File: src/sv/icsum_pkg.sv
// shared types, register indexes and the checksum fold helper for the internet checksum block
package icsum_pkg;

    localparam int QUEUE_DEPTH = 4;
    localparam int CFG_INDEX_W = 8;
    localparam int CFG_DATA_W  = 32;

    localparam logic [CFG_INDEX_W-1:0] REG_PSEUDO_MODE     = 8'd0;
    localparam logic [CFG_INDEX_W-1:0] REG_SOURCE_ADDRESS  = 8'd1;
    localparam logic [CFG_INDEX_W-1:0] REG_DEST_ADDRESS    = 8'd2;
    localparam logic [CFG_INDEX_W-1:0] REG_PROTOCOL_NUMBER = 8'd3;

    typedef struct packed {
        logic        word_valid;
        logic [15:0] word;
        logic        last;
        logic [15:0] count;
    } icsum_entry_t;

    // end-around fold of a sum of up to eight 16-bit words
    function automatic logic [15:0] oc_fold(input logic [18:0] s);
        logic [16:0] t;
        logic [15:0] r;
        t = {1'b0, s[15:0]} + {14'b0, s[18:16]};
        r = t[15:0] + {15'b0, t[16]};
        return r;
    endfunction

endpackage

File: src/sv/icsum_if.sv
// handshake channel interfaces for items, results and register writes
interface icsum_item_if;
    logic       valid;
    logic       ready;
    logic [7:0] data_byte;
    logic       byte_present;
    logic       last_byte;

    modport source (output valid, data_byte, byte_present, last_byte, input ready);
    modport sink   (input valid, data_byte, byte_present, last_byte, output ready);
endinterface

interface icsum_result_if;
    logic        valid;
    logic        ready;
    logic [15:0] checksum;

    modport source (output valid, checksum, input ready);
    modport sink   (input valid, checksum, output ready);
endinterface

interface icsum_cfg_if;
    logic        valid;
    logic        ready;
    logic [7:0]  index;
    logic [31:0] data;

    modport source (output valid, index, data, input ready);
    modport sink   (input valid, index, data, output ready);
endinterface

File: src/sv/icsum_front.sv
// front end: pairs bytes into words, counts bytes, marks message ends
module icsum_front
    import icsum_pkg::*;
(
    input  logic          clk,
    input  logic          rst_n,
    icsum_item_if.sink    items,
    input  logic          queue_full,
    output logic          push,
    output icsum_entry_t  entry
);

    logic        odd_reg, odd_next;
    logic [7:0]  held_reg, held_next;
    logic [15:0] count_reg, count_next;
    logic        accept;
    logic [15:0] count_new;

    assign items.ready = !queue_full;
    assign accept      = items.valid && items.ready;
    assign count_new   = items.byte_present ? count_reg + 16'd1 : count_reg;

    always_comb
    begin
        entry.word_valid = 1'b0;
        entry.word       = 16'h0000;
        entry.last       = items.last_byte;
        entry.count      = count_new;
        odd_next         = odd_reg;
        held_next        = held_reg;
        if (items.byte_present && odd_reg)
        begin
            entry.word_valid = 1'b1;
            entry.word       = {held_reg, items.data_byte};
            odd_next         = 1'b0;
        end
        else if (items.byte_present)
        begin
            odd_next  = 1'b1;
            held_next = items.data_byte;
            if (items.last_byte)
            begin
                // odd tail padded with a zero low half
                entry.word_valid = 1'b1;
                entry.word       = {items.data_byte, 8'h00};
            end
        end
        else if (items.last_byte && odd_reg)
        begin
            entry.word_valid = 1'b1;
            entry.word       = {held_reg, 8'h00};
        end
        count_next = count_new;
        if (items.last_byte)
        begin
            odd_next   = 1'b0;
            held_next  = 8'h00;
            count_next = 16'h0000;
        end
    end

    assign push = accept && (entry.word_valid || entry.last);

    always_ff @(posedge clk or negedge rst_n)
    begin
        if (!rst_n)
        begin
            odd_reg   <= 1'b0;
            held_reg  <= 8'h00;
            count_reg <= 16'h0000;
        end
        else if (accept)
        begin
            odd_reg   <= odd_next;
            held_reg  <= held_next;
            count_reg <= count_next;
        end
    end

endmodule

File: src/sv/icsum_fifo.sv
// short queue of word entries between front and back
module icsum_fifo
    import icsum_pkg::*;
#(
    parameter int DEPTH = QUEUE_DEPTH
)
(
    input  logic          clk,
    input  logic          rst_n,
    input  logic          push,
    input  icsum_entry_t  push_entry,
    input  logic          pop,
    output icsum_entry_t  head,
    output logic          full,
    output logic          empty
);

    localparam int PTR_W = (DEPTH > 1) ? $clog2(DEPTH) : 1;
    localparam int CNT_W = $clog2(DEPTH + 1);
    localparam logic [PTR_W-1:0] LAST_PTR = PTR_W'(DEPTH - 1);
    localparam logic [CNT_W-1:0] FULL_CNT = CNT_W'(DEPTH);

    icsum_entry_t     slot_reg [DEPTH];
    logic [PTR_W-1:0] wr_ptr_reg, wr_ptr_next;
    logic [PTR_W-1:0] rd_ptr_reg, rd_ptr_next;
    logic [CNT_W-1:0] count_reg, count_next;

    assign full  = (count_reg == FULL_CNT);
    assign empty = (count_reg == '0);
    assign head  = slot_reg[rd_ptr_reg];

    always_comb
    begin
        wr_ptr_next = wr_ptr_reg;
        rd_ptr_next = rd_ptr_reg;
        count_next  = count_reg;
        if (push)
        begin
            wr_ptr_next = (wr_ptr_reg == LAST_PTR) ? '0 : wr_ptr_reg + 1'b1;
        end
        if (pop)
        begin
            rd_ptr_next = (rd_ptr_reg == LAST_PTR) ? '0 : rd_ptr_reg + 1'b1;
        end
        if (push && !pop)
        begin
            count_next = count_reg + 1'b1;
        end
        else if (pop && !push)
        begin
            count_next = count_reg - 1'b1;
        end
    end

    always_ff @(posedge clk or negedge rst_n)
    begin
        if (!rst_n)
        begin
            wr_ptr_reg <= '0;
            rd_ptr_reg <= '0;
            count_reg  <= '0;
        end
        else
        begin
            wr_ptr_reg <= wr_ptr_next;
            rd_ptr_reg <= rd_ptr_next;
            count_reg  <= count_next;
        end
    end

    always_ff @(posedge clk)
    begin
        if (push)
        begin
            slot_reg[wr_ptr_reg] <= push_entry;
        end
    end

endmodule

File: src/sv/icsum_back.sv
// back end: ones'-complement accumulate, pseudo-header add, result register, config registers
module icsum_back
    import icsum_pkg::*;
(
    input  logic          clk,
    input  logic          rst_n,
    icsum_cfg_if.sink     cfg,
    input  icsum_entry_t  head,
    input  logic          empty,
    output logic          pop,
    icsum_result_if.source results
);

    logic        pseudo_mode_reg;
    logic [31:0] source_address_reg;
    logic [31:0] dest_address_reg;
    logic [7:0]  protocol_number_reg;
    logic [15:0] psum_reg;

    logic [15:0] acc_reg, acc_next;
    logic        end_valid_reg;
    logic [15:0] end_sum_reg;
    logic [15:0] end_count_reg;
    logic        out_valid_reg;
    logic [15:0] checksum_reg;

    logic        out_free;
    logic        end_move;
    logic        end_free;
    logic [15:0] word_in;
    logic [15:0] pseudo_count;
    logic [15:0] pseudo_fixed;
    logic [15:0] total;

    assign cfg.ready = 1'b1;

    always_ff @(posedge clk or negedge rst_n)
    begin
        if (!rst_n)
        begin
            pseudo_mode_reg     <= 1'b0;
            source_address_reg  <= 32'h0;
            dest_address_reg    <= 32'h0;
            protocol_number_reg <= 8'h0;
        end
        else if (cfg.valid && cfg.ready)
        begin
            unique case (cfg.index)
                REG_PSEUDO_MODE:     pseudo_mode_reg     <= cfg.data[0];
                REG_SOURCE_ADDRESS:  source_address_reg  <= cfg.data;
                REG_DEST_ADDRESS:    dest_address_reg    <= cfg.data;
                REG_PROTOCOL_NUMBER: protocol_number_reg <= cfg.data[7:0];
                default: ;
            endcase
        end
    end

    // address and protocol part of the pseudo-header, refreshed every cycle
    always_ff @(posedge clk or negedge rst_n)
    begin
        if (!rst_n)
        begin
            psum_reg <= 16'h0;
        end
        else
        begin
            psum_reg <= oc_fold({3'b0, source_address_reg[31:16]}
                              + {3'b0, source_address_reg[15:0]}
                              + {3'b0, dest_address_reg[31:16]}
                              + {3'b0, dest_address_reg[15:0]}
                              + {11'b0, protocol_number_reg});
        end
    end

    assign out_free = !out_valid_reg || results.ready;
    assign end_move = end_valid_reg && out_free;
    assign end_free = !end_valid_reg || out_free;
    assign pop      = !empty && end_free;

    assign word_in  = head.word_valid ? head.word : 16'h0;
    assign acc_next = oc_fold({3'b0, acc_reg} + {3'b0, word_in});

    always_ff @(posedge clk or negedge rst_n)
    begin
        if (!rst_n)
        begin
            acc_reg       <= 16'h0;
            end_valid_reg <= 1'b0;
        end
        else
        begin
            if (pop)
            begin
                acc_reg <= head.last ? 16'h0 : acc_next;
            end
            if (pop && head.last)
            begin
                end_valid_reg <= 1'b1;
            end
            else if (end_move)
            begin
                end_valid_reg <= 1'b0;
            end
        end
    end

    always_ff @(posedge clk)
    begin
        if (pop && head.last)
        begin
            end_sum_reg   <= acc_next;
            end_count_reg <= head.count;
        end
    end

    assign pseudo_count = pseudo_mode_reg ? end_count_reg : 16'h0;
    assign pseudo_fixed = pseudo_mode_reg ? psum_reg : 16'h0;
    assign total        = oc_fold({3'b0, end_sum_reg} + {3'b0, pseudo_count}
                                + {3'b0, pseudo_fixed});

    always_ff @(posedge clk or negedge rst_n)
    begin
        if (!rst_n)
        begin
            out_valid_reg <= 1'b0;
        end
        else if (end_move)
        begin
            out_valid_reg <= 1'b1;
        end
        else if (results.ready)
        begin
            out_valid_reg <= 1'b0;
        end
    end

    always_ff @(posedge clk)
    begin
        if (end_move)
        begin
            checksum_reg <= ~total;
        end
    end

    assign results.valid    = out_valid_reg;
    assign results.checksum = checksum_reg;

endmodule

File: src/sv/internet_checksum_pseudo_header.sv
// top level of the internet checksum block with optional tcp/udp pseudo-header
// throughput: one byte item per cycle while the queue is not full
// the checksum is registered in order: queue write, end-of-message sum register,
// then pseudo-header add into the result register; each step can stall on results.ready
// reset zeroes the running sum, byte pairing, byte count, queue pointers and control registers
module internet_checksum_pseudo_header
    import icsum_pkg::*;
#(
    parameter int DEPTH = QUEUE_DEPTH
)
(
    input  logic            clk,
    input  logic            rst_n,
    icsum_item_if.sink      items,
    icsum_result_if.source  results,
    icsum_cfg_if.sink       cfg
);

    logic         push;
    logic         pop;
    logic         full;
    logic         empty;
    icsum_entry_t push_entry;
    icsum_entry_t head;

    icsum_front u_front (
        .clk        (clk),
        .rst_n      (rst_n),
        .items      (items),
        .queue_full (full),
        .push       (push),
        .entry      (push_entry)
    );

    icsum_fifo #(
        .DEPTH (DEPTH)
    ) u_fifo (
        .clk        (clk),
        .rst_n      (rst_n),
        .push       (push),
        .push_entry (push_entry),
        .pop        (pop),
        .head       (head),
        .full       (full),
        .empty      (empty)
    );

    icsum_back u_back (
        .clk     (clk),
        .rst_n   (rst_n),
        .cfg     (cfg),
        .head    (head),
        .empty   (empty),
        .pop     (pop),
        .results (results)
    );

endmodule
File: src/flat_wrapper.sv
// flat-port wrapper written by rule: the top's interface ports become plain ports
module internet_checksum_pseudo_header_flat import icsum_pkg::*;
#(
    parameter int DEPTH = QUEUE_DEPTH
)
  (clk, rst_n, items_valid, items_data_byte, items_byte_present, items_last_byte, items_ready, results_valid, results_checksum, results_ready, cfg_valid, cfg_index, cfg_data, cfg_ready);
  icsum_item_if items_i ();
  icsum_result_if results_i ();
  icsum_cfg_if cfg_i ();
  input  logic clk;
  input  logic rst_n;
  input wire logic [$bits(items_i.valid)-1:0] items_valid;
  input wire logic [$bits(items_i.data_byte)-1:0] items_data_byte;
  input wire logic [$bits(items_i.byte_present)-1:0] items_byte_present;
  input wire logic [$bits(items_i.last_byte)-1:0] items_last_byte;
  output wire logic [$bits(items_i.ready)-1:0] items_ready;
  output wire logic [$bits(results_i.valid)-1:0] results_valid;
  output wire logic [$bits(results_i.checksum)-1:0] results_checksum;
  input wire logic [$bits(results_i.ready)-1:0] results_ready;
  input wire logic [$bits(cfg_i.valid)-1:0] cfg_valid;
  input wire logic [$bits(cfg_i.index)-1:0] cfg_index;
  input wire logic [$bits(cfg_i.data)-1:0] cfg_data;
  output wire logic [$bits(cfg_i.ready)-1:0] cfg_ready;
  assign items_i.valid = items_valid;
  assign items_i.data_byte = items_data_byte;
  assign items_i.byte_present = items_byte_present;
  assign items_i.last_byte = items_last_byte;
  assign items_ready = items_i.ready;
  assign results_valid = results_i.valid;
  assign results_checksum = results_i.checksum;
  assign results_i.ready = results_ready;
  assign cfg_i.valid = cfg_valid;
  assign cfg_i.index = cfg_index;
  assign cfg_i.data = cfg_data;
  assign cfg_ready = cfg_i.ready;
  internet_checksum_pseudo_header #(.DEPTH(DEPTH)) u_core (.clk(clk), .rst_n(rst_n), .items(items_i), .results(results_i), .cfg(cfg_i));
endmodule
File: config.mk
export PLATFORM = sky130hd
export DESIGN_NAME = internet_checksum_pseudo_header_flat
export DESIGN_NICKNAME = d
export VERILOG_FILES = /design/src/sv/icsum_pkg.sv /design/src/sv/icsum_if.sv /design/src/sv/icsum_front.sv /design/src/sv/icsum_fifo.sv /design/src/sv/icsum_back.sv /design/src/sv/internet_checksum_pseudo_header.sv /design/src/flat_wrapper.sv
export SDC_FILE = /design/constraint.sdc
export NUM_CORES = 1
export LEC_CHECK = 0
export BUFFER_PORTS_ARGS = -buffer_cell sky130_fd_sc_hd__buf_2
export CAP_MARGIN = 20
export CORE_UTILIZATION = 25
export DETAILED_ROUTE_END_ITERATION = 10
export MAX_ROUTING_LAYER = met4
export SLEW_MARGIN = 20
export SYNTH_ARGS = -nofsm -noshare
export SYNTH_HDL_FRONTEND = slang
export SYNTH_SLANG_ARGS = --single-unit
File: constraint.sdc
create_clock -name clk -period 23.4 [get_ports clk]
set_clock_uncertainty 0.1 [all_clocks]
set_input_delay 1.17 -clock clk [delete_from_list [all_inputs] [get_ports clk]]
set_output_delay 1.17 -clock clk [all_outputs]
set_load 0.01 [all_outputs]
* Yosys cells after proc, flatten, opt, wreduce, memory -nomap -nowiden
Memory sizes are Yosys's and may differ from the RTL's.
Index checks and enable logic that the tools add are counted.
** Storage, ports and cells
- Register bits :: 187
- Bits in writable memories :: 136
- Word-level logic and storage cells :: 101
- Memories kept :: 1
- Input bits :: 55
** Memory list
- u_core.u_fifo.slot_reg :: depth 4, width 34, rd ports 1, clocked after memory_dff 0, wr ports 1, line icsum_fifo.sv:23 : icsum_entry_t slot_reg [DEPTH];
** Cells by class
- Multiplexer cells :: 26
- Add/sub/neg operators :: 18
- Reductions and logical operators :: 31
- Equal/unequal tests :: 7
- Bitwise gates (word level) :: 1
** Operator list (number)
- 2-to-1 mux 16 bit :: 6
- 2-to-1 mux 17 bit :: 4
- adder 16 x 16 -> 17 bit :: 3
- adder 16 x 1 -> 16 bit :: 3
- adder 17 x 16 -> 18 bit :: 2
- 2-to-1 mux 8 bit :: 3
- adder 18 x 16 -> 19 bit :: 1
- adder 19 x 8 -> 19 bit :: 1
- adder 16 x 1 -> 17 bit :: 1
- adder 16 x 2 -> 17 bit :: 1
- adder 16 x 3 -> 17 bit :: 1
- adder 16 x 1 -> 16 bit, second input constant :: 1
- == test 8 x 2 -> 1 bit, second input constant :: 2
- inverter 16 bit :: 1
- AND reduction 2 bit :: 5
- logical AND 1 bit :: 9
- 2-to-1 mux 1 bit :: 9
- == test 8 x 1 -> 1 bit, second input constant :: 1
- logical NOT 8 bit :: 1
- nonzero test 2 bit :: 4
- logical NOT 1 bit :: 6
- 2-to-1 mux 3 bit :: 2
- adder 2 x 1 -> 2 bit, second input constant :: 2
- == test 2 bit, second input constant :: 2
- 9 further kinds :: 12

* Longest topological paths before layout
Gate-level depths: netlist of the first run.
- Depth in word-level cells :: 10
- Depth in mapped cells :: 35
- Gate-level depth less buffers :: 34

* By module
A second synthesis of the first run with hierarchy kept.
** Second synthesis, totals
- Cell total of the unflattened synthesis :: 1553
- Area, all modules :: 19003.2 µm²
** Modules (own cells, without submodules)
- icsum_back :: seq. area each 4119.0 µm², area each 11800.1 µm², cells an instance 1125, times used 1
- icsum_fifo :: seq. area each 4259.1 µm², area each 5375.2 µm², cells an instance 215, times used 1
- icsum_front :: seq. area each 625.6 µm², area each 1828.0 µm², cells an instance 213, times used 1

* Worst setup path after synthesis of the first run
Ideal clock, no wire load.
- Kind :: flip-flop to flip-flop
- Start point :: register u_core.u_back.source_address_reg[2]
- End point :: register u_core.u_back.psum_reg[14]
- Cell stages (with the launch flop) :: 36
- Setup time :: 0.080 ns
- Data arrival time :: 7.701 ns
- Slack :: 15.519 ns
- Path buffers :: 1
- Path through :: dfrtp_1 > inv_1 > fa_1 > inv_1 > fa_1 > inv_1 > fa_1 > inv_1 > ha_1 > a21o_1 > a21oi_1 > o211ai_1 > a2111o_1 > a2111oi_0 > nor2_1 > a21o_1 > a21oi_1 > nor2b_1 > o21a_1 > ha_1 > a21oi_1 > nor2_1 > and4_1 > clkbuf_1 > and3_1 > nand4_1 > nor3_1 > ha_1 > ha_1 > nand2_1 > nor2_1 > nand2_1 > a21oi_1 > or4b_1 > nor3b_1 > xnor2_1
** On the way
- Word-level cells in the longest chain between the ends :: 6
** Ends and longest elaborated chain
- start, declared :: line icsum_back.sv:15 : logic [31:0] source_address_reg;
- start signal, assigned :: line icsum_back.sv:50 : REG_SOURCE_ADDRESS: source_address_reg <= cfg.data;
- adder 16 x 16 -> 17 bit :: line icsum_back.sv:68 : + {3'b0, source_address_reg[15:0]}
- adder 17 x 16 -> 18 bit :: line icsum_back.sv:69 : + {3'b0, dest_address_reg[31:16]}
- adder 18 x 16 -> 19 bit :: line icsum_back.sv:70 : + {3'b0, dest_address_reg[15:0]}
- adder 19 x 8 -> 19 bit :: line icsum_back.sv:71 : + {11'b0, protocol_number_reg});
- adder 16 x 3 -> 17 bit :: line icsum_pkg.sv:24 : t = {1'b0, s[15:0]} + {14'b0, s[18:16]};
- adder 16 x 1 -> 16 bit :: line icsum_pkg.sv:25 : r = t[15:0] + {15'b0, t[16]};
- end signal, assigned :: line icsum_back.sv:67 : psum_reg <= oc_fold({3'b0, source_address_reg[31:16]}
- end, declared :: line icsum_back.sv:18 : logic [15:0] psum_reg;
No other way between the ends.
A chain may end at the register's enable or synchronous reset.

* Final worst setup path of the first run
Ends and elaborated chain as after synthesis.

==> impl_metrics.yaml, run 1 <==
synth:
  yosysWarnings: 0
  syn_area_per_cell_um2: 12.7
  synth-seq-area-share: 0.498
  synthFlopType: "edfxtp_1"
  synth_fp_nets: 1613
  ys_types: 88
  synth_area_um2: 18100
  synthCells: 1420
  synth_seq_cells: 323
  synth_async_sr_flop_share: 0.430
  synth_edf_count: 184
clock_tree:
  clkTransAtPathRegs_ps: 60
  numCtsBuffers: 36
  post_cts_buffers: 0
  clock_path_buffers: 3
  worstSkewPairLatency_ps: 550
  clock_sinks: 323
  ctsResizeCount: 0
  htreeDepth: 2
  cts_tree: "built"
  clock-root-buffer: "clkbuf_16"
  cts.hold.buffers_added: 0
timing:
  final.setup.tns_ps: 0
  fin_ws_ps: 14660
  period_minus_slack_ps: 8740
  worst_slew_pin_slew_ps: 1030
  hold_violations: 0
  holdWs_ps: 395
  slew_headroom: 0.313
  fmax_ghz: 0.114
  setup_viol: 0
  min_period_over_period: 0.373
  slew_viol_final: 0
  rsz0062_at_grt: "false"
worst_setup_path:
  end_kind: "register"
  critPathKind: "reg2reg"
  worst-path-stages: 34
  timing.rr.end: "u_core.u_back.psum_reg[14]"
  arrival_ps: 9100
  rr_startpoint: "u_core.u_back.source_address_reg[2]"
  r2r_slack_ps: 14660
  cpMaxStageDelayCell: "fa_1"
  worst-path-buf-inv: 4
  critical_path_peak_fanout: 7
  worst_ep_required_time_ps: 23760
  crit_path_max_incr_delay_ps: 540
  crit_family: "compound AO/OA/AOI/OAI gates"
  worstSetupStartpointType: "register"
  reg2regPathDepth: 34
hold_path:
  min_to: "u_core.u_back.results.valid"
  holdCritPathClass: "reg2reg"
  holdPathStages: 1
  worstHoldStart: "u_core.u_back.end_valid_reg"
cells_and_area:
  final_cell_mix: "edfxtp_1 (184), dfrtp_1 (138), inv_1 (101), mux2_2 (79), ha_1 (78)"
  fin_nets: 1687
  drive_gt1_frac: 0.187
  final_area_um2: 20800
  finalNonFillerCells: 2474
  mostFrequentLayoutCell: "edfxtp_1"
  largest_reg_flops: 136
  multi_input_area_um2: 8490
  fill_cells: 7178
  areaGrowthSynthToFinish_pct: 15.2
  post-route-util: 0.291
  regArea_um2: 9000
floorplan:
  die_area_um2: 73400
  die_w_um: 271
  die_h_um: 271
  core_um2: 71500
  num_rows: 98
  ios: 74
  initial_core_util: 0.253
route:
  drc: 0
  num_vias: 11000
  ant_nets: 0
  routed_wl_um: 36900
  dr.pass1.iters: 5
  drt-initial-drc-count: 727
  vias_per_cell: 4.45
  wl_per_cell_um: 14.9
power:
  vdd_drop_max_uv: 79.4
  cellPowerDensity_nw_per_um2: 108
  cellLeakagePower_nw: 8.74
  power_mw: 2.25
grt:
  grt_pass1_vias: 11300
  grtUsageTotal: 0.103
  grt_max_degree: 82
  antenna_found_initial: 2
  overflow: 0
  grt_pass1_wl_um: 60200
outcome:
  status: "finished, final reports clean"
job:
  drv_cap: 0
placed_design:
  place.port_buffers: 72
  gp_congestion: 0.843
  place_inst: 2406
  dpl.hpwl_um: 27000
  place_area_um2: 19500
  preCtsSetupSlack_ps: 14820
==> cell families (layout without fill, tap and decap cells) <==
group | after synthesis | count (layout) | synth area share
simple gates | 331 | 331 | 0.100
buf+inv | 150 | 252 | 0.0332
fa+ha+maj | 139 | 139 | 0.121
flops | 323 | 323 | 0.498
compound gates | 242 | 242 | 0.0963
other cells | 1 | 3 | 0.000207
xor+xnor | 116 | 116 | 0.0574
mux | 118 | 118 | 0.0936
==> synthesized netlist by cell type, drive strengths merged, types with 5 or more instances <==
cell type    n  area share
and2        45       0.016
nor3        28      0.0078
nor2b       23      0.0080
nor2        51       0.011
nand3       25      0.0075
mux2        79       0.049
nor3b        5      0.0021
o211ai       8      0.0033
nand2b       9      0.0031
o21ai       51       0.014
nor4        11      0.0042
inv        101       0.021
fa          60       0.066
a22o        35       0.017
nand2       64       0.013
ha          78       0.054
o31ai        5      0.0021
buf         12      0.0042
mux2i        6      0.0033
clkbuf      36      0.0075
a21boi       5      0.0021
edfxtp     184        0.31
or4          5      0.0025
xor2        42       0.020
nand4        9      0.0031
mux4        33       0.041
dfrtp      139        0.19
a22oi        9      0.0037
a211oi       8      0.0036
and4         5      0.0025
a2111oi      6      0.0039
xnor2       73       0.036
nand3b       6      0.0025
a21o        22      0.0093
o21a        11      0.0046
a21oi       42       0.012
and3        28      0.0098
==> report_power, final <==
| part | switching, mW | internal (mW) |
|---|---|---|
| clock network | 0.240 | 0.360 |
| logic | 0.492 | 0.336 |
| registers | 0.0625 | 0.758 |
==> metal layers <==
| layer | GRT usage | part of all wire | vias up |
|---|---|---|---|
| met3 | 0.0146 | 0.034 | 65 |
| met4 | 0.0333 | 0.025 | 0 |
| met5 | - | 0 | - |
| met1 | 0.131 | 0.45 | 5432 |
| li1 | - | - | 5337 |
| met2 | 0.169 | 0.49 | 164 |
==> cell type report <==
cell class	count	share of cell area
timing repair buffer	85	0.0225
sequential	323	0.433
clock buffer	47	0.0474
multi-input combinational	947	0.408
antenna	2	0.000240
clock inverter	19	0.0142
inverter	101	0.0182
tap	950	0.0571
==> how the worst max path moves through the flow <==
| stage | start | endpoint | slack [ps] |
|---|---|---|---|
| floorplan | u_core.u_back.source_address_reg[2] | u_core.u_back.psum_reg[14] | 15520 |
| global placement | u_core.u_back.source_address_reg[2] | u_core.u_back.psum_reg[14] | 15020 |
| detailed placement | u_core.u_back.source_address_reg[2] | u_core.u_back.psum_reg[14] | 14820 |
| CTS | u_core.u_back.source_address_reg[2] | u_core.u_back.psum_reg[14] | 14740 |
| global route | u_core.u_back.source_address_reg[2] | u_core.u_back.psum_reg[14] | 14060 |
| finish | u_core.u_back.source_address_reg[2] | u_core.u_back.psum_reg[14] | 14660 |
No activity file was read; power rests on OpenSTA's default activity.
==> run 2, diff against run 1 <==
==> constraint.sdc (replaced) <==
create_clock -name clk -period 9.1 [get_ports clk]
set_clock_uncertainty 0.1 [all_clocks]
set_input_delay 0.455 -clock clk [delete_from_list [all_inputs] [get_ports clk]]
set_output_delay 0.455 -clock clk [all_outputs]
set_load 0.01 [all_outputs]
==> run 2 against run 1 <==
Flip-flop and latch count unchanged. Via count barely moved. Wire length up 0.98%. Clock power increased by 130%. First-iteration DRC count down 11%. Hold slack worse by 330 ps. Combinational power increased to 2.5 times the previous value. Non-clock buffer count increased by 2. Total power rose to 2.5 times the previous value. Largest cell class unchanged. Highest routed layer unchanged.
==> impl_metrics.yaml, run 2 (synthesized netlist as in run 1, its figures left out) <==
timing:
  setup_viol: 0
  slew_headroom: 0.275
  hold_violations: 0
  holdWs_ps: 60.8
  slew_viol_final: 0
  fmax_ghz: 0.119
  final.setup.tns_ps: 0
  worst_slew_pin_slew_ps: 1080
  period_minus_slack_ps: 8380
  min_period_over_period: 0.921
  rsz0062_at_grt: "false"
power:
  power_mw: 5.64
  vdd_drop_max_uv: 168
  p_sw_mw: 2.04
  cellLeakagePower_nw: 8.66
  power.share.sequential: 0.378
  combPwrFrac: 0.374
  power_frac_clock: 0.249
  cellPowerDensity_nw_per_um2: 273
  internal-power_mw: 3.61
  p_sw_frac: 0.361
placed_design:
  place_area_um2: 19500
  gp_congestion: 0.843
  place.port_buffers: 72
  dpl.hpwl_um: 27500
  place_inst: 2407
clock_tree:
  post_cts_buffers: 0
  clkTransAtPathRegs_ps: 60
  clock_sinks: 323
  numCtsBuffers: 35
  cts_tree: "built"
  worstSkewPairLatency_ps: 540
  clock_path_buffers: 3
  htreeDepth: 2
  clock-root-buffer: "clkbuf_16"
floorplan:
  initial_core_util: 0.253
  num_rows: 98
  core_um2: 71500
  ios: 74
  die_w_um: 271
  die_area_um2: 73400
  die_h_um: 271
worst_setup_path:
  crit_path_max_incr_delay_ps: 520
  critPathKind: "reg2reg"
  end_kind: "register"
  arrival_ps: 8730
  critical_path_peak_fanout: 7
  cpMaxStageDelayCell: "fa_1"
  worstSetupStartpointType: "register"
  worst_ep_required_time_ps: 9450
hold_path:
  holdCritPathClass: "in2reg"
route:
  wl_per_cell_um: 15.0
  dr.pass1.iters: 5
  routed_wl_um: 37200
  num_vias: 11000
  vias_per_cell: 4.45
  ant_nets: 0
  drc: 0
  drt-initial-drc-count: 649
grt:
  grt_pass1_vias: 11300
  grt_max_degree: 82
  grtUsageTotal: 0.105
  antenna_found_initial: 2
  grt_pass1_wl_um: 61300
  overflow: 0
outcome:
  status: "finished, final reports clean"
cells_and_area:
  drive_gt1_frac: 0.183
  fin_nets: 1688
  areaGrowthSynthToFinish_pct: 14.5
  final_area_um2: 20700
  finalNonFillerCells: 2474
  mostFrequentLayoutCell: "edfxtp_1"
  largest_reg_flops: 136
  final_cell_mix: "edfxtp_1 (184), dfrtp_1 (138), inv_1 (101), mux2_2 (79), ha_1 (78)"
job:
  drv_cap: 0
run 2: power groups by stage:
stage	clock, mW	sequential, mW	combinational [mW]
6_report	1.40	2.13	2.11
5_1_grt	1.51	2.17	2.34
4_1_cts	1.46	2.14	2.13
3_5_place_dp	0	2.17	2.11
3_3_place_gp	0	2.16	2.07
2_1_floorplan	0	2.09	1.62
run 2: final timing paths:
kind | startpoint | end | slack (ps) | depth (start not counted)
worst max register to register | u_core.u_back.source_address_reg[2] | u_core.u_back.psum_reg[14] | 720 | 34
min in group asynchronous | rst_n | u_core.u_back.source_address_reg[15] | 360 | 2
worst min-delay path | cfg_data[21] | u_core.u_back.dest_address_reg[21] | 60 | 2
max in group asynchronous | rst_n | u_core.u_front.held_reg[3] | 7390 | 3
worst min register to register | u_core.u_back.end_valid_reg | u_core.u_back.results.valid | 380 | 1
worst max-delay path | u_core.u_back.source_address_reg[2] | u_core.u_back.psum_reg[14] | 720 | 34
run 2: per-layer routing:
| layer | wire length (um) | global-route usage | vias up |
|---|---|---|---|
| met3 | 1300 | 0.0140 | 51 |
| met4 | 722 | 0.0296 | 0 |
| met2 | 18200 | 0.173 | 169 |
| li1 | - | - | 5340 |
| met1 | 17000 | 0.134 | 5445 |
| met5 | 0 | - | - |
run 2: area by class of cell:
class	instances	area (um2)
Tap cell	950	1190
Multi-Input combinational cell	947	8500
Timing Repair Buffer	87	485
Inverter	101	379
Clock inverter	20	225
Fill cell	7188	50800
Sequential cell	323	9000
Clock buffer	44	920
Antenna cell	2	5.00
run 2: critical path: cells and delay by family, from the launching register on:
kind	cells	cell delay, ps
fa+ha+maj	7	2560
compound gates	10	2470
simple gates	12	2470
flops	1	340
buf+inv	4	230
xor+xnor	1	150
run 2: metrics by stage:
stage	util	worst slack, ps
after floorplan	-	1220
after global placement	0.273	734
after detailed placement	0.273	527
after CTS	0.289	468
after global routing	0.290	81.2
final	0.290	722
run 2: timing repair:
action                     4_1_cts  5_1_grt
resized for setup                0        4
setup endpoints to repair        0        2
hold buffers                     1        0
hold endpoints to repair        58        0
==> run 3, diff against run 2 <==
--- a/config.mk
+++ b/config.mk
@@ -7,9 +7,13 @@
 export LEC_CHECK = 0
 export BUFFER_PORTS_ARGS = -buffer_cell sky130_fd_sc_hd__buf_2
 export CAP_MARGIN = 20
+export CELL_PAD_IN_SITES_DETAIL_PLACEMENT = 1
+export CELL_PAD_IN_SITES_GLOBAL_PLACEMENT = 1
 export CORE_UTILIZATION = 25
 export DETAILED_ROUTE_END_ITERATION = 10
 export MAX_ROUTING_LAYER = met4
+export PLACE_DENSITY_LB_ADDON = 0.1
+export SETUP_SLACK_MARGIN = 0.3
 export SLEW_MARGIN = 20
 export SYNTH_ARGS = -nofsm -noshare
 export SYNTH_HDL_FRONTEND = slang
==> run 3 against run 2 <==
Combinational power increased by 5%. Wire length increased by 21%. Clock power increased by 24%. Sequential share of layout area decreased by 0.95 points. First-iteration DRC count decreased by 33%. Via count increased by 1.6%. Maximum frequency increased by 2.3%. Critical path type unchanged. Critical endpoint unchanged.
==> impl_metrics.yaml, run 3 (synthesized netlist as in run 1, its figures left out) <==
outcome:
  status: "finished, final reports clean"
cells_and_area:
  num_antenna_cells: 0
  mostFrequentLayoutCell: "edfxtp_1"
  drive_gt1_frac: 0.197
  post-route-util: 0.296
  fin_nets: 1712
  fill_cells: 7735
  final_area_um2: 21200
  areaGrowthSynthToFinish_pct: 17.1
  final_cell_mix: "edfxtp_1 (184), dfrtp_1 (138), inv_1 (101), mux2_2 (79), ha_1 (78)"
  largest_reg_flops: 136
  finalNonFillerCells: 2502
clock_tree:
  clkTransAtPathRegs_ps: 60
  numCtsBuffers: 41
  clock_sinks: 323
  clock-root-buffer: "clkbuf_16"
  worstSkewPairLatency_ps: 590
  clock_path_buffers: 3
  cts_tree: "built"
  htreeDepth: 2
hold_path:
  min_to: "u_core.u_back.dest_address_reg[10]"
  holdCritPathClass: "in2reg"
  holdPathStages: 2
  worstHoldStart: "cfg_data[10]"
grt:
  overflow: 0
  grt_pass1_wl_um: 71600
  antenna_found_initial: 1
  grt_pass1_vias: 12100
  grtUsageTotal: 0.128
  grt_max_degree: 56
floorplan:
  num_rows: 98
  die_w_um: 271
  initial_core_util: 0.253
  ios: 74
  core_um2: 71500
  die_area_um2: 73400
  die_h_um: 271
worst_setup_path:
  reg2regPathDepth: 34
  crit_path_max_incr_delay_ps: 530
  arrival_ps: 8580
  cpMaxStageDelayCell: "fa_1"
  critPathKind: "reg2reg"
  end_kind: "register"
  critical_path_peak_fanout: 7
  worst_ep_required_time_ps: 9490
  r2r_slack_ps: 910
  timing.rr.end: "u_core.u_back.psum_reg[14]"
  rr_startpoint: "u_core.u_back.source_address_reg[2]"
  worstSetupStartpointType: "register"
timing:
  fin_ws_ps: 908
  final.setup.tns_ps: 0
  slew_viol_final: 0
  holdWs_ps: 38.6
  worst_slew_pin_slew_ps: 927
  min_period_over_period: 0.900
  slew_headroom: 0.377
  fmax_ghz: 0.122
  setup_viol: 0
  period_minus_slack_ps: 8190
  hold_violations: 0
  rsz0062_at_grt: "false"
power:
  power_mw: 6.06
  cellLeakagePower_nw: 8.91
  cellPowerDensity_nw_per_um2: 286
  power.share.sequential: 0.349
  power_frac_clock: 0.285
  p_sw_mw: 2.20
  internal-power_mw: 3.87
  vdd_drop_max_uv: 139
  combPwrFrac: 0.366
  p_sw_frac: 0.362
route:
  num_vias: 11200
  drt-initial-drc-count: 435
  met3_length_um: 1490
  routed_wl_um: 45100
  drc: 0
  ant_nets: 0
  met2_wirelength_um: 20400
  wl_per_cell_um: 18.0
  vias_per_cell: 4.47
  dr.pass1.iters: 4
  highest_layer: "met4"
  m1WireLength_um: 22300
placed_design:
  place.port_buffers: 72
  dpl.hpwl_um: 32400
  preCtsSetupSlack_ps: 331
  gp_congestion: 0.748
  place_area_um2: 19500
  place_inst: 2409
job:
  drv_cap: 0
[run 3: final cells by class]
| class | instances | area [um2] | area share |
|---|---|---|---|
| clock buffers | 55 | 1150 | 0.0543 |
| clock inverters | 21 | 279 | 0.0132 |
| well taps | 950 | 1190 | 0.0561 |
| repair buffers | 105 | 652 | 0.0308 |
| inverters | 101 | 379 | 0.0179 |
| multi-input cells | 947 | 8520 | 0.402 |
| flip-flops and latches | 323 | 9000 | 0.425 |
[run 3: layer usage]
| layer | up-vias | GRT usage |
|---|---|---|
| met3 | 53 | 0.0211 |
| li1 | 5394 | - |
| met1 | 5611 | 0.177 |
| met4 | 0 | 0.0312 |
| met5 | - | - |
| met2 | 121 | 0.196 |
[run 3: power by group through the flow]
stage | logic, mW | clock network [mW] | registers (mW)
2_1_floorplan | 1.62 | 0 | 2.09
3_3_place_gp | 2.24 | 0 | 2.14
3_5_place_dp | 2.26 | 0 | 2.15
4_1_cts | 2.28 | 1.80 | 2.12
5_1_grt | 2.48 | 1.85 | 2.15
6_report | 2.22 | 1.73 | 2.11
[run 3: worst max-delay path by stage]
stage	startpoint	to	slack, ps	depth (start not counted)
6_report	u_core.u_back.source_address_reg[2]	u_core.u_back.psum_reg[14]	910	34
3_3_place_gp	u_core.u_back.source_address_reg[2]	u_core.u_back.psum_reg[14]	420	34
5_1_grt	u_core.u_back.source_address_reg[2]	u_core.u_back.psum_reg[14]	300	34
3_5_place_dp	u_core.u_back.source_address_reg[2]	u_core.u_back.psum_reg[14]	330	34
4_1_cts	u_core.u_back.source_address_reg[2]	u_core.u_back.psum_reg[14]	390	34
2_1_floorplan	u_core.u_back.source_address_reg[2]	u_core.u_back.psum_reg[14]	1220	35
[run 3: repair_timing]
action,CTS,global route
setup endpoints to repair,1,7
resized for setup,1,10
buffers inserted,0,2
hold endpoints to repair,58,0
pin swaps,0,2
hold buffers,15,0
[run 3: critical path: cells and delay by family (launching register included)]
family	cells	cell delay (ps)
adder cells (fa/ha/maj)	8	2620
AND/OR/NAND/NOR	11	2310
AO/OA/AOI/OAI	9	2210
flip-flops	1	340
XOR/XNOR	2	290
buffers and inverters	4	230
